<file path="src/hdl/msc_pkg.sv">
// Shared constants and types of the smooth escape-count block.
// No dependencies; used by every module under hdl.
package msc_pkg;

    // fixed-point formats
    localparam int FRACTION_BITS = 24;
    localparam int COUNT_BITS    = 10;
    localparam int LOG_FRAC      = 24;
    localparam int IN_W          = 32;
    localparam int IN_FRAC       = 29;

    // datapath widths
    localparam int HALF_W = 32;
    localparam int Z_W    = 2 * HALF_W;
    localparam int WIDE_W = 2 * Z_W;
    localparam int VAL_W  = 48;

    // log2(ln 2) - 1 with LOG_FRAC fraction bits
    localparam logic signed [VAL_W-1:0] LOG_CONST = -48'sd25648444;

    // configuration port
    localparam int LIMIT_W    = 10;
    localparam int RADIUS_W   = 25;
    localparam int CFG_ADDR_W = 1;
    localparam int CFG_DATA_W = 25;
    localparam logic [CFG_ADDR_W-1:0] CFG_ITER_LIMIT = 1'd0;
    localparam logic [CFG_ADDR_W-1:0] CFG_RADIUS     = 1'd1;
    localparam logic [LIMIT_W-1:0]    LIMIT_RESET    = 10'd800;
    localparam logic [RADIUS_W-1:0]   RADIUS_RESET   = 25'd262144;

    // result widths
    localparam int SMOOTH_W = 28;
    localparam int RESID_W  = 24;

    typedef logic [HALF_W-1:0]   half_t;
    typedef logic [2*HALF_W-1:0] prod_t;

endpackage

</file>
<file path="src/hdl/msc_mul.sv">
// Shared 32x32 unsigned multiplier with registered product.
// Depends on msc_pkg.
module msc_mul (
    input  logic           aclk,
    input  msc_pkg::half_t a,
    input  msc_pkg::half_t b,
    output msc_pkg::prod_t p
);
    import msc_pkg::*;

    // one partial product per cycle
    always_ff @(posedge aclk) begin
        p <= prod_t'(a) * prod_t'(b);
    end

endmodule

</file>
<file path="config.mk">
export PLATFORM = sky130hd
export DESIGN_NAME = msc_mul
export DESIGN_NICKNAME = d
export VERILOG_FILES = /design/src/hdl/msc_pkg.sv /design/src/hdl/msc_mul.sv
export SDC_FILE = /design/constraint.sdc
export NUM_CORES = 2
export LEC_CHECK = 0
export ABC_AREA = 1
export BUFFER_PORTS_ARGS = -buffer_cell sky130_fd_sc_hd__buf_2
export CAP_MARGIN = 25
export CORE_MARGIN = 10
export CORE_UTILIZATION = 55
export CTS_BUF_LIST = sky130_fd_sc_hd__clkbuf_4 sky130_fd_sc_hd__clkbuf_8
export CTS_CLUSTER_DIAMETER = 40
export CTS_CLUSTER_SIZE = 20
export DETAILED_ROUTE_END_ITERATION = 8
export PLACE_DENSITY = 0.75
export SLEW_MARGIN = 20
export SYNTH_ARGS = -nofsm -noshare
export SYNTH_HDL_FRONTEND = slang
export SYNTH_SLANG_ARGS = --single-unit
</file>
<file path="constraint.sdc">
create_clock -name aclk -period 6.8 [get_ports aclk]
set_input_delay 1.02 -clock aclk [delete_from_list [all_inputs] [get_ports aclk]]
set_output_delay 1.02 -clock aclk [all_outputs]
set_load 0.03 [all_outputs]
</file>
==> flow_metrics.tcl <==
set metrics [dict create \
    multiInputGateArea_um2 30300 \
    first_pass_iters 6 \
    rsz0062_at_grt "true" \
    num_io_pins 129 \
    synth-seq-area-share 0.0343 \
    grt_pass1_wl_um 170000 \
    setup_ws_ps -45.8 \
    grt.overflow.total 0 \
    criticalPathCategory "primary input to register" \
    async_reset_ff_frac 0 \
    slew_viol_final 0 \
    fin_crit_sh 1.01 \
    cts_made_buffers 9 \
    placed_cell_area_um2 41600 \
    avgSynthCellArea_um2 7.45 \
    mostFrequentLayoutCells "1687 x inv_1, 1455 x nand2_1, 850 x fa_1" \
    fin_cells 6251 \
    ys_types 23 \
    whs_ps 1270 \
    hp-class "primary input to register" \
    required_ps 7120 \
    syn_nets 6247 \
    via_per_inst 5.02 \
    die_y_um 281 \
    ys_ff_latch 64 \
    register_area_um2 1280 \
    hold_violations 0 \
    globalRouteTotalUtil 0.270 \
    cts_tree "built" \
    start_kind "primary input" \
    drv_cap 0 \
    fp.dieArea_um2 78800 \
    hpwl_um 91300 \
    antenna_found_initial 1 \
    fp.dieW_um 281 \
    post-route-util 0.658 \
    wirelength_um 106000 \
    netlist_instances 5023 \
    clock-sinks 64 \
    regMostFlops "p" \
    grt_max_degree 24 \
    antenna_left 0 \
    drc 0 \
    end_kind "register" \
    largest_register_ffs 64 \
    violations "negative setup slack" \
    syn_area_um2 37400 \
    synth_edf_count 0 \
    areaGrowthSynthToFinish_pct 18.3 \
    tightest_slew_ps 368 \
    slew_headroom 0.754 \
    initial_core_util 0.556 \
    routed-via-count 31391 \
    cts_max_path_buffers 2 \
    finalSetupViolations 1 \
    crit_arrival_ps 7160 \
    max_freq_mhz 146 \
    wire_per_inst_um 17.0 \
    dr.first_iter.drc_count 2509 \
    worstPathMaxFanout 10 \
    hp-start "b[0]" \
    layout_commonest_cell "inv_1" \
    top_regs "p x64" \
    io_buffers 128 \
    nFillCells 5481 \
    synthFlopType "dfxtp_1" \
    status "complete, but fails checks" \
    core-area_um2 67300 \
    fin_area_um2 44200 \
    num_rows 95 \
    hold_buffers 0 \
    drive_above_1_share 0.170 \
    dp.cells 6200 \
    htreeDepth 3 \
    ys_warn_count 0 \
    first_global_vias 32698 \
    layout.nets 6596 \
    period_needed_ps 6850 \
    gp_congestion 0.987 \
    path_clk_slew_ps 110 \
    critPathLaunch "a[9]" \
    clockRootBuffer "clkbuf_8" \
]
## timing repair
action / CTS / global route
setup endpoints to repair: 44 / 48
setup buffers: 1 / 24
cloned: 0 / 9
resized for setup: 114 / 439
pin swaps: 32 / 165
endpoints found under the hold margin: 0 / 0
## cell families (layout without fill, tap and decap cells)
logic type / after synthesis / after routing / synth area share
compound gates: 57 / 57 / 0.00853
fa+ha+maj: 1159 / 1159 / 0.568
buf+inv: 1927 / 2281 / 0.193
xor+xnor: 35 / 35 / 0.00820
other cells: 0 / 1 / 0
flops: 64 / 64 / 0.0343
simple gates: 1781 / 1781 / 0.188
## worst max-delay path: stages
cell      delay (ps)
buf_8            140
buf_12           140
nand2_1           60
inv_1             60
fa_1             520
inv_2             40
fa_1             530
inv_2             60
fa_1             550
fa_1             460
fa_1             590
fa_1             450
fa_2             600
fa_1             470
ha_4             330
nand2_4           70
buf_6            120
nor2_4           130
inv_4             60
nor2_4           180
inv_2             40
o21bai_1         170
nand2_1          140
nand3_1          110
nand2_1           60
nand2_1           60
## metrics by stage
step                worst slack (ps)  TNS, ps
finish                         -45.8    -45.8
global route                    -214    -4220
floorplan                       3.08        0
global placement                -657   -23290
CTS                            -9.81    -9.81
detailed placement              -674   -24760
## cells in the mapped netlist, types with 2 or more instances
library cell	count	area share
a21oi_1	43	0.0058
nor3_2	6	0.0016
nand2_1	1566	0.16
nand3_1	56	0.0075
o21ai_0	2	0.00027
inv_2	12	0.0012
xor2_1	33	0.0077
nor2_1	81	0.0081
o21bai_1	11	0.0022
nor2_4	6	0.0018
clkbuf_1	192	0.019
fa_1	896	0.48
nor2_2	14	0.0023
dfxtp_1	64	0.034
nand2_2	15	0.0025
nand3_2	9	0.0024
xnor2_1	2	0.00047
inv_1	1723	0.17
nor3_1	11	0.0015
nand4_1	16	0.0027
ha_1	263	0.088
## layout make-up
type | count | area share
diodes | 1 | 0.0000566
flip-flops and latches | 64 | 0.0290
inverters | 1735 | 0.147
multi-input cells | 3032 | 0.685
clock inverters | 6 | 0.00158
clock buffers | 10 | 0.00297
repair buffers | 530 | 0.110
well taps | 873 | 0.0247
## path summary, 6_finish.rpt
| kind | to | slack, ps | cells past startpoint |
|---|---|---|---|
| worst max-delay path | p[51]$_DFF_P_ | -50 | 26 |
| worst min-delay path | p[0]$_DFF_P_ | 1270 | 4 |
## layer usage
metal,GRT usage,share of wire,wire length (um),up-vias
met2,0.472,0.50,53400,1290
li1,-,-,-,14329
met5,0,0,0,-
met1,0.348,0.39,41200,15554
met4,0.0743,0.032,3390,0
met3,0.0345,0.076,8040,218
Power is left out: the tool's default activity adds up to more than one toggle a clock period on the data nets, which glitch-free logic cannot reach.
